$ cat src/hsv2rgb_pkg.sv
// Package for the HSV to RGB converter: payload word types, the hue sector
// code and the fixed constants of the conversion. It depends on nothing.
package hsv2rgb_pkg;

    // Default number of fraction bits of saturation and value.
    localparam int FRAC_BITS_DEF = 12;

    // Number of register stages between the input and the output word.
    localparam int PIPE_STAGES = 7;

    // Hue geometry and channel scale.
    localparam int HUE_FULL   = 360;
    localparam int HUE_SECTOR = 60;
    localparam int CHAN_MAX   = 255;

    // A bias that is a multiple of 360 moves every signed hue into 352..65887,
    // so the wrapped hue is simply the biased value modulo 360.
    localparam int HUE_BIAS = HUE_FULL * 92;

    // Reciprocal of 360: the quotient is exact or one too small.
    localparam int HUE_RECIP_SHIFT = 22;
    localparam int HUE_RECIP       = (1 << HUE_RECIP_SHIFT) / HUE_FULL;
    localparam int HUE_QUOT_W      = 8;

    // Reciprocal of 60 rounded up: exact for every dividend below 2^14.
    localparam int DIV60_SHIFT = 20;
    localparam int DIV60_RECIP = ((1 << DIV60_SHIFT) + HUE_SECTOR - 1) / HUE_SECTOR;
    localparam int DIV60_W     = 15;

    // Scaled channel value before the division by 60 (at most 255 * 60).
    localparam int SCALED_W = 14;

    // Hue sector, named after the color at its start.
    typedef enum logic [2:0] {
        SECT_RED     = 3'd0,
        SECT_YELLOW  = 3'd1,
        SECT_GREEN   = 3'd2,
        SECT_CYAN    = 3'd3,
        SECT_BLUE    = 3'd4,
        SECT_MAGENTA = 3'd5
    } sector_t;

    // Input word.
    typedef struct packed {
        logic signed [15:0] hue_deg;
        logic signed [15:0] saturation;
        logic signed [15:0] brightness;
    } hsv_word_t;

    // Output word.
    typedef struct packed {
        logic [7:0] red;
        logic [7:0] green;
        logic [7:0] blue;
    } rgb_word_t;

endpackage

$ cat src/hsv_to_rgb_converter_top.sv
// Top level of the HSV to RGB converter: pipeline control, hue path and
// channel path. Depends on hsv2rgb_pkg and the three hsv2rgb_ modules.
//
//   Channel   Word        Handshake              Direction
//   hsv       hsv_word_t  hsv_valid / hsv_stall  in
//   rgb       rgb_word_t  rgb_valid / rgb_stall  out
//
// One word is taken per clock while hsv_stall is low. It passes through every
// register stage in order before it can leave as a result word.
// The stage count is set by the two reciprocal dividers and the chain of
// multipliers for q and t, each followed by a register.
// Reset clears only the valid bits; the payload registers are not reset.
// A stall holds the full stages, while empty stages before them keep filling.
module hsv_to_rgb_converter_top #(
    parameter int FRAC_BITS = hsv2rgb_pkg::FRAC_BITS_DEF
) (
    input  logic                   clk,
    input  logic                   rst_n,
    input  logic                   hsv_valid,
    output logic                   hsv_stall,
    input  hsv2rgb_pkg::hsv_word_t hsv,
    output logic                   rgb_valid,
    input  logic                   rgb_stall,
    output hsv2rgb_pkg::rgb_word_t rgb
);

    localparam int STAGES = hsv2rgb_pkg::PIPE_STAGES;

    logic [STAGES-1:0]    stage_load;
    hsv2rgb_pkg::sector_t sector;
    logic [5:0]           remainder;

    // Valid bits and load enables.
    hsv2rgb_pipe_ctrl #(
        .STAGES     (STAGES)
    ) u_ctrl (
        .clk        (clk),
        .rst_n      (rst_n),
        .in_valid   (hsv_valid),
        .in_stall   (hsv_stall),
        .out_valid  (rgb_valid),
        .out_stall  (rgb_stall),
        .stage_load (stage_load)
    );

    // Hue to sector and remainder.
    hsv2rgb_hue_path u_hue (
        .clk        (clk),
        .stage_load (stage_load[2:0]),
        .hue_deg    (hsv.hue_deg),
        .sector     (sector),
        .remainder  (remainder)
    );

    // Channel values and ordering.
    hsv2rgb_chan_path #(
        .FRAC_BITS  (FRAC_BITS),
        .STAGES     (STAGES)
    ) u_chan (
        .clk        (clk),
        .stage_load (stage_load),
        .saturation (hsv.saturation),
        .brightness (hsv.brightness),
        .sector     (sector),
        .remainder  (remainder),
        .rgb        (rgb)
    );

endmodule

$ cat src/hsv2rgb_pipe_ctrl.sv
// Valid bits and per-stage load enables of the converter pipeline.
// Depends on hsv2rgb_pkg for the default stage count.
module hsv2rgb_pipe_ctrl #(
    parameter int STAGES = hsv2rgb_pkg::PIPE_STAGES
) (
    input  logic              clk,
    input  logic              rst_n,
    input  logic              in_valid,
    output logic              in_stall,
    output logic              out_valid,
    input  logic              out_stall,
    output logic [STAGES-1:0] stage_load
);

    logic [STAGES-1:0] valid_reg;
    logic [STAGES-1:0] valid_next;
    logic [STAGES:0]   ready;

    // A stage can load when it is empty or its contents move on this cycle.
    assign ready[STAGES] = !out_stall;

    for (genvar k = 0; k < STAGES; k++)
    begin : g_stage
        assign ready[k] = !valid_reg[k] || ready[k+1];
        if (k == 0)
        begin : g_first
            assign valid_next[k] = ready[k] ? in_valid : valid_reg[k];
        end
        else
        begin : g_rest
            assign valid_next[k] = ready[k] ? valid_reg[k-1] : valid_reg[k];
        end
    end

    // Valid bits.
    always_ff @(posedge clk or negedge rst_n)
    begin
        if (!rst_n)
        begin
            valid_reg <= '0;
        end
        else
        begin
            valid_reg <= valid_next;
        end
    end

    assign stage_load = ready[STAGES-1:0];
    assign in_stall   = !ready[0];
    assign out_valid  = valid_reg[STAGES-1];

endmodule

$ cat src/hsv2rgb_hue_path.sv
// Hue reduction: wraps the signed hue into 0..359 and splits it into a
// sector and a remainder over three stages. Depends on hsv2rgb_pkg.
module hsv2rgb_hue_path (
    input  logic                 clk,
    input  logic [2:0]           stage_load,
    input  logic signed [15:0]   hue_deg,
    output hsv2rgb_pkg::sector_t sector,
    output logic [5:0]           remainder
);

    localparam int QW = hsv2rgb_pkg::HUE_QUOT_W;
    localparam int PW = 17 + 14;

    logic [16:0]           u_reg;
    logic [QW-1:0]         q_reg;
    logic [8:0]            h_reg;
    hsv2rgb_pkg::sector_t  sec_reg;
    logic [5:0]            rem_reg;

    logic [16:0]           biased;
    logic [16:0]           u_next;
    logic [PW-1:0]         recip_prod;
    logic [QW-1:0]         q_next;
    logic [16:0]           diff;
    logic [9:0]            h_wide;
    logic [8:0]            h_next;
    logic [2:0]            sec_cnt;
    logic [8:0]            sec_base;
    logic [8:0]            rem_wide;

    // Stage one: bias the hue positive and estimate the quotient by 360.
    always_comb
    begin
        biased     = 17'(hue_deg) + 17'(hsv2rgb_pkg::HUE_BIAS);
        u_next     = biased;
        recip_prod = PW'(u_next) * PW'(hsv2rgb_pkg::HUE_RECIP);
        q_next     = recip_prod[hsv2rgb_pkg::HUE_RECIP_SHIFT +: QW];
    end

    // Stage two: remainder by 360, corrected once when the quotient fell short.
    always_comb
    begin
        diff   = u_reg - 17'(q_reg) * 17'(hsv2rgb_pkg::HUE_FULL);
        h_wide = diff[9:0];
        if (h_wide >= 10'(hsv2rgb_pkg::HUE_FULL))
        begin
            h_next = 9'(h_wide - 10'(hsv2rgb_pkg::HUE_FULL));
        end
        else
        begin
            h_next = h_wide[8:0];
        end
    end

    // Stage three: the sector counts the sector boundaries at or below the hue.
    always_comb
    begin
        sec_cnt = '0;
        for (int k = 1; k < 6; k++)
        begin
            if (h_reg >= 9'(k * hsv2rgb_pkg::HUE_SECTOR))
            begin
                sec_cnt = sec_cnt + 3'd1;
            end
        end
        sec_base = 9'(sec_cnt) * 9'(hsv2rgb_pkg::HUE_SECTOR);
        rem_wide = h_reg - sec_base;
    end

    always_ff @(posedge clk)
    begin
        if (stage_load[0])
        begin
            u_reg <= u_next;
            q_reg <= q_next;
        end
        if (stage_load[1])
        begin
            h_reg <= h_next;
        end
        if (stage_load[2])
        begin
            sec_reg <= hsv2rgb_pkg::sector_t'(sec_cnt);
            rem_reg <= rem_wide[5:0];
        end
    end

    assign sector    = sec_reg;
    assign remainder = rem_reg;

endmodule

$ cat src/hsv2rgb_chan_path.sv
// Channel arithmetic: clamps saturation and value, forms v, p, q and t
// scaled to 0..255 and orders them by sector. Depends on hsv2rgb_pkg.
module hsv2rgb_chan_path #(
    parameter int FRAC_BITS = hsv2rgb_pkg::FRAC_BITS_DEF,
    parameter int STAGES    = hsv2rgb_pkg::PIPE_STAGES
) (
    input  logic                   clk,
    input  logic [STAGES-1:0]      stage_load,
    input  logic signed [15:0]     saturation,
    input  logic signed [15:0]     brightness,
    input  hsv2rgb_pkg::sector_t   sector,
    input  logic [5:0]             remainder,
    output hsv2rgb_pkg::rgb_word_t rgb
);

    localparam int FB    = FRAC_BITS;
    localparam int SV_W  = FB + 1;
    localparam int PS_W  = 2 * FB + 1;
    localparam int SR_W  = FB + 6;
    localparam int M_W   = 2 * FB + 6;
    localparam int Y_W   = hsv2rgb_pkg::SCALED_W;
    localparam int D_W   = Y_W + hsv2rgb_pkg::DIV60_W;
    localparam int ONE   = 1 << FB;
    localparam int SIXTY_ONE = hsv2rgb_pkg::HUE_SECTOR << FB;
    localparam logic signed [15:0] ONE_S = 16'(ONE);

    // Stage registers, numbered by stage.
    logic [SV_W-1:0]        s0_reg, v0_reg;
    logic [PS_W-1:0]        ps1_reg;
    logic [SV_W-1:0]        s1_reg, v1_reg;
    logic [7:0]             cv2_reg, cp2_reg;
    logic [SV_W-1:0]        s2_reg, v2_reg;
    logic [SR_W-1:0]        sr3_reg, st3_reg;
    logic [SV_W-1:0]        v3_reg;
    logic [7:0]             cv3_reg, cp3_reg;
    hsv2rgb_pkg::sector_t   sec3_reg;
    logic [M_W-1:0]         mq4_reg, mt4_reg;
    logic [7:0]             cv4_reg, cp4_reg;
    hsv2rgb_pkg::sector_t   sec4_reg;
    logic [Y_W-1:0]         yq5_reg, yt5_reg;
    logic [7:0]             cv5_reg, cp5_reg;
    hsv2rgb_pkg::sector_t   sec5_reg;
    hsv2rgb_pkg::rgb_word_t rgb_reg;

    logic [SV_W-1:0]        s0_next, v0_next;
    logic [SV_W-1:0]        one_minus_s;
    logic [PS_W-1:0]        ps1_next;
    logic [SV_W+7:0]        v_scaled;
    logic [PS_W+7:0]        p_scaled;
    logic [5:0]             rem_inv;
    logic [SR_W-1:0]        sr3_next, st3_next;
    logic [SR_W-1:0]        aq, at;
    logic [M_W-1:0]         mq4_next, mt4_next;
    logic [M_W+7:0]         q_scaled, t_scaled;
    logic [D_W-1:0]         q_div, t_div;
    logic [7:0]             cq, ct;
    hsv2rgb_pkg::rgb_word_t rgb_next;

    // Stage one: clamp saturation and value to 0..1.
    always_comb
    begin
        if (saturation < 16'sd0)
        begin
            s0_next = '0;
        end
        else if (saturation > ONE_S)
        begin
            s0_next = SV_W'(ONE);
        end
        else
        begin
            s0_next = saturation[SV_W-1:0];
        end

        if (brightness < 16'sd0)
        begin
            v0_next = '0;
        end
        else if (brightness > ONE_S)
        begin
            v0_next = SV_W'(ONE);
        end
        else
        begin
            v0_next = brightness[SV_W-1:0];
        end
    end

    // Stage two: p before scaling, v(1 - s).
    always_comb
    begin
        one_minus_s = SV_W'(ONE) - s0_reg;
        ps1_next    = PS_W'(v0_reg) * PS_W'(one_minus_s);
    end

    // Stage three: v and p times 255, truncated back to eight bits.
    always_comb
    begin
        v_scaled = {v1_reg, 8'b0} - (SV_W + 8)'(v1_reg);
        p_scaled = {ps1_reg, 8'b0} - (PS_W + 8)'(ps1_reg);
    end

    // Stage four: s times the remainder and s times its complement in the sector.
    always_comb
    begin
        rem_inv  = 6'(hsv2rgb_pkg::HUE_SECTOR) - remainder;
        sr3_next = SR_W'(s2_reg) * SR_W'(remainder);
        st3_next = SR_W'(s2_reg) * SR_W'(rem_inv);
    end

    // Stage five: q and t over the common denominator 60 * one * one.
    always_comb
    begin
        aq       = SR_W'(SIXTY_ONE) - sr3_reg;
        at       = SR_W'(SIXTY_ONE) - st3_reg;
        mq4_next = M_W'(v3_reg) * M_W'(aq);
        mt4_next = M_W'(v3_reg) * M_W'(at);
    end

    // Stage six: times 255, with the one * one part of the denominator shifted out.
    always_comb
    begin
        q_scaled = {mq4_reg, 8'b0} - (M_W + 8)'(mq4_reg);
        t_scaled = {mt4_reg, 8'b0} - (M_W + 8)'(mt4_reg);
    end

    // Stage seven: divide by 60 through the reciprocal, then order the channels.
    always_comb
    begin
        q_div = D_W'(yq5_reg) * D_W'(hsv2rgb_pkg::DIV60_RECIP);
        t_div = D_W'(yt5_reg) * D_W'(hsv2rgb_pkg::DIV60_RECIP);
        cq    = q_div[hsv2rgb_pkg::DIV60_SHIFT +: 8];
        ct    = t_div[hsv2rgb_pkg::DIV60_SHIFT +: 8];

        unique case (sec5_reg)
            hsv2rgb_pkg::SECT_YELLOW:
            begin
                rgb_next.red = cq;      rgb_next.green = cv5_reg; rgb_next.blue = cp5_reg;
            end
            hsv2rgb_pkg::SECT_GREEN:
            begin
                rgb_next.red = cp5_reg; rgb_next.green = cv5_reg; rgb_next.blue = ct;
            end
            hsv2rgb_pkg::SECT_CYAN:
            begin
                rgb_next.red = cp5_reg; rgb_next.green = cq;      rgb_next.blue = cv5_reg;
            end
            hsv2rgb_pkg::SECT_BLUE:
            begin
                rgb_next.red = ct;      rgb_next.green = cp5_reg; rgb_next.blue = cv5_reg;
            end
            hsv2rgb_pkg::SECT_MAGENTA:
            begin
                rgb_next.red = cv5_reg; rgb_next.green = cp5_reg; rgb_next.blue = cq;
            end
            default:
            begin
                rgb_next.red = cv5_reg; rgb_next.green = ct;      rgb_next.blue = cp5_reg;
            end
        endcase
    end

    // Payload registers, each loaded when its stage takes a new word.
    always_ff @(posedge clk)
    begin
        if (stage_load[0])
        begin
            s0_reg <= s0_next;
            v0_reg <= v0_next;
        end
        if (stage_load[1])
        begin
            ps1_reg <= ps1_next;
            s1_reg  <= s0_reg;
            v1_reg  <= v0_reg;
        end
        if (stage_load[2])
        begin
            cv2_reg <= v_scaled[FB +: 8];
            cp2_reg <= p_scaled[2 * FB +: 8];
            s2_reg  <= s1_reg;
            v2_reg  <= v1_reg;
        end
        if (stage_load[3])
        begin
            sr3_reg  <= sr3_next;
            st3_reg  <= st3_next;
            v3_reg   <= v2_reg;
            cv3_reg  <= cv2_reg;
            cp3_reg  <= cp2_reg;
            sec3_reg <= sector;
        end
        if (stage_load[4])
        begin
            mq4_reg  <= mq4_next;
            mt4_reg  <= mt4_next;
            cv4_reg  <= cv3_reg;
            cp4_reg  <= cp3_reg;
            sec4_reg <= sec3_reg;
        end
        if (stage_load[5])
        begin
            yq5_reg  <= q_scaled[2 * FB +: Y_W];
            yt5_reg  <= t_scaled[2 * FB +: Y_W];
            cv5_reg  <= cv4_reg;
            cp5_reg  <= cp4_reg;
            sec5_reg <= sec4_reg;
        end
        if (stage_load[6])
        begin
            rgb_reg <= rgb_next;
        end
    end

    assign rgb = rgb_reg;

endmodule

$ cat config.mk
export PLATFORM = sky130hd
export DESIGN_NAME = hsv_to_rgb_converter_top
export DESIGN_NICKNAME = d
export VERILOG_FILES = /design/src/hsv2rgb_pkg.sv /design/src/hsv_to_rgb_converter_top.sv /design/src/hsv2rgb_pipe_ctrl.sv /design/src/hsv2rgb_hue_path.sv /design/src/hsv2rgb_chan_path.sv
export SDC_FILE = /design/constraint.sdc
export NUM_CORES = 2
export LEC_CHECK = 0
export ABC_CLOCK_PERIOD_IN_PS = 17800
export BUFFER_PORTS_ARGS = -buffer_cell sky130_fd_sc_hd__buf_2
export CAP_MARGIN = 20
export CORE_MARGIN = 2
export CORE_UTILIZATION = 52
export DETAILED_ROUTE_END_ITERATION = 10
export GPL_TIMING_DRIVEN = 1
export PLACE_DENSITY = 0.76
export SLEW_MARGIN = 0
export SYNTH_ARGS = -nofsm -noshare
export SYNTH_HDL_FRONTEND = slang
export SYNTH_SLANG_ARGS = --single-unit
$ cat constraint.sdc
create_clock -name clk -period 17.8 [get_ports clk]
set_input_delay 4.45 -clock clk [delete_from_list [all_inputs] [get_ports clk]]
set_output_delay 4.45 -clock clk [all_outputs]
set_load 0.05 [all_outputs]
==> results by stage <==
Synth:
- The number of distinct library cells after synthesis is 82.
- The basic-gate share of the synthesized area counting and, or, nand and nor cells is 0.136.
- The complex-gate fraction of the synthesized area is 0.0709.
- In the synthesized netlist the async set-or-reset flop fraction comes to 0.0186.
- The adder and majority cell fraction of the synthesized area is 0.427.
- The average instance in the mapped netlist occupies 10.1 um^2.
- For this run, the number of Yosys warnings is 0.
- Of the total synthesized cell area, the portion taken by XOR and XNOR cells is 0.0407.
- The post-synthesis sequential element count is 377.
- The main combinational cell family by area after synthesis is adder cells.
- The gate count after technology mapping is 4801.
- When the netlist entered floorplanning its net count stood at 6115.
- In this run, synthesis inferred 370 flip-flops with an integrated enable.
- The portion of the post-synthesis area used by sequential elements is 0.233.
- The portion of synthesized area spent on multiplexers is 0.00628.
- In this run the cell area of the synthesized design comes to 48400 um^2.
- The most used flip-flop cell after synthesis is edfxtp_1.

Global routing:
- Global routing finished with a remaining overflow of 0.
- The number of antenna violations at the first check in global routing is 1.
- The via count of the first global-routing pass is 35000.
- The maximum number of pins on one net before global-route repair is 68.
- For this run, the total global-route usage over all layers was measured as 0.220.
- The first global-routing pass estimated 171000 um of wire.

Finish:
- The count of antenna diodes in the layout is 0.
- The filler cells instantiated in the layout total 7832.
- Relative to the synthesized area, the layout overhead comes to 6.68%.
- Of the cells placed in the final design, the portion with a size suffix greater than 1 is 0.0569.
- After the last flow step, the layout net total stands at 6151.
- The number of flip-flops under the largest register name is 30.
- The total area of multi-input combinational cells is 33000 um^2.
- Across the whole layout, storage elements account for 11300 um^2.

Detailed routing:
- The pre-antenna-repair detailed-routing pass consisted of 5 iterations.
- The detailed router placed 33100 vias in this run.
- The final antenna-violating net count is 0.
- The number of DRC markers after the initial detailed-route iteration is 1966.
- After detailed routing, the number of remaining DRC violations is 0.
- The routed design has 99100 um of wire.
- The wire length per cell is 16.2 um.
- In the routed layout, each cell is associated on average with a via count of 5.41.

STA:
- The number of hold violations in the final report came to 0.
- Setup violations remaining at the end of the flow were counted as 0.
- The post-route clock skew is 0.0421 ns.
- The transition time at the pin with the least slew margin is 1.11 ns.
- The worst pin sits at a relative slew slack of 0.255.
- The final clock period utilization by the worst path is 0.589.
- The total count of max-transition violations in the final report was 0.
- Setup repair after global routing left no endpoint under its margin.
- Timing would allow up to 95.4 MHz.
- After layout, the minimum clock period comes to 10.48 ns.
- The summed negative setup slack over all endpoints is 0 ns.

Clock network:
- The number of hold buffers added after CTS was 0.
- Clock-pin slew was measured on the worst setup and hold paths at 0.06 ns.
- After clock tree synthesis, the setup repair step added 0 buffers.
- The total number of clock tree sinks is 377.
- CTS built an H-tree with a depth of 2.
- Clock tree synthesis inserted a total of 42 buffers.
- The worst-case clock buffer depth is 3.
- TritonCTS built the clock tree.
- The root cell of the clock tree is clkbuf_16.
- The number of gates resized after CTS is 0.
- For the worst-skew pair, the clock arrives at the later sink with an insertion delay of 0.62 ns.

Placement:
- The HPWL after detailed placement is 79300 um.
- Routability-driven placement finished with a final weighted congestion of 0.884.
- The count of input and output buffers is 77.

Floorplan:
- The placeable core area is 91900 um^2.
- The floorplan step defined a die boundary enclosing 95600 um^2.
- The floorplan step set the die height to 309 um.
- The initial utilization of the core area, before any placement, comes to 0.527.
- The number of cell rows is 111.
- 78 I/O pins were placed.
- Measured along the x axis, the die boundary spans 309 um.

Setup path:
- The maximum fanout along the worst path is 45.
- The startpoint type of the worst setup path is a primary input.
- For flop-to-flop paths, the worst setup slack is 9.91 ns.
- The startpoint identified for the worst register-to-register timing path is u_chan.st3_reg[0].
- The endpoint of the worst-slack reg-to-reg timing path is u_chan.mq4_reg[27].
- The worst setup path is captured at a primary output.
- The type of the setup path with the least slack is in2out.
- The number of cells traversed by the worst register-to-register path is 23.
- At the worst endpoint, the arrival time is 6.03 ns.
- At the worst endpoint, the required time is 13.35 ns.

Min path:
- The worst hold path begins at u_chan.cv3_reg[1].
- The kind of path behind the tightest hold check is reg2reg.
- The worst hold path was traced through 0 stages.
- For hold timing, the worst endpoint is u_chan.cv4_reg[1].

Job:
- The number of maximum-capacitance constraint violations is 0.

Status:
- The flow ran to the end, and the final reports show no timing, DRC or antenna violations.
-- synthesized netlist by cell type, drive strengths merged, types with 24 or more instances --
cell    count  area (um^2)
nand2     511         1920
inv       950         3570
a21oi     123          619
nor2      135          507
nand3      46          230
o21ai      95          475
ha        609         7620
edfxtp    370        11100
fa        653        13100
o21a       24          180
nand2b     25          156
nor2b      24          150
xor2       66          578
clkbuf    146          548
nor3       56          290
a211oi     37          293
xnor2     159         1390
and2      375         2350
a21o       63          473
nor4       27          220
-- worst max-delay path by stage --
stage                     startpoint         to  slack (ns)  depth (start not counted)
final                      rgb_stall  hsv_stall        7.32                          7
after global routing       rgb_stall  hsv_stall        7.18                          7
after CTS                  rgb_stall  hsv_stall        7.29                          7
after detailed placement   rgb_stall  hsv_stall        7.31                          7
after global placement     rgb_stall  hsv_stall        7.31                          7
after floorplan            rgb_stall  hsv_stall        6.32                          4
-- cell type report --
cell class	count	area share
Clock buffer	46	0.0206
Clock inverter	28	0.00550
Inverter	950	0.0690
Multi-Input combinational cell	3325	0.639
Sequential cell	377	0.218
Tap cell	1243	0.0301
Timing Repair Buffer	141	0.0168
-- cell usage in the layout (no fill, tap or decap), types with 23 or more instances in the layout --
| cell type | instances |
|---|---|
| nor2b_1 | 24 |
| xor2_1 | 66 |
| xnor2_1 | 159 |
| nand3_1 | 45 |
| a21o_1 | 63 |
| a21oi_1 | 122 |
| nand4_1 | 23 |
| nor3_1 | 54 |
| ha_1 | 609 |
| and3_1 | 23 |
| edfxtp_1 | 370 |
| nor2_1 | 135 |
| and2_1 | 375 |
| nor4_1 | 23 |
| buf_2 | 77 |
| o21ai_0 | 89 |
| o21a_1 | 24 |
| fa_1 | 653 |
| clkbuf_16 | 42 |
| nand2_1 | 509 |
| buf_4 | 63 |
| a211oi_1 | 34 |
| nand2b_1 | 25 |
| inv_1 | 948 |
-- per-layer routing --
metal	up-vias	part of all wire	global-route usage
li1	15600	-	-
met1	16400	0.42	0.282
met2	916	0.50	0.390
met3	201	0.056	0.0273
met4	0	0.027	0.0623
met5	-	0	0
-- stage by stage --
stage	cells	hold WS [ns]	util	cell area, um^2	setup slack [ns]
finish	6110	0.408	0.562	51700	7.32
floorplan	4801	0.400	-	48400	6.32
global placement	6029	0.401	0.546	50200	7.31
detailed placement	6031	0.405	0.547	50300	7.31
global route	6110	0.423	0.562	51700	7.18
CTS	6105	0.414	0.561	51600	7.29
-- worst max-delay path: stages --
cell and delay [ns]:
buf_2 0.10, and3_1 0.22, and3_1 0.27, nand4_1 0.12, buf_4 0.48, inv_1 0.08
buf_2 0.23
-- kinds of logic after synthesis --
logic type	Yosys count
buffers and inverters	1099
DFF	377
adders and majority gates	1262
muxes	22
AOI/OAI and AO/OA	501
xor gates and xnor gates	225
and+or+nand+nor	1315
Power is left out: the tool's default activity adds up to more than one toggle a clock period on the data nets, which glitch-free logic cannot reach.
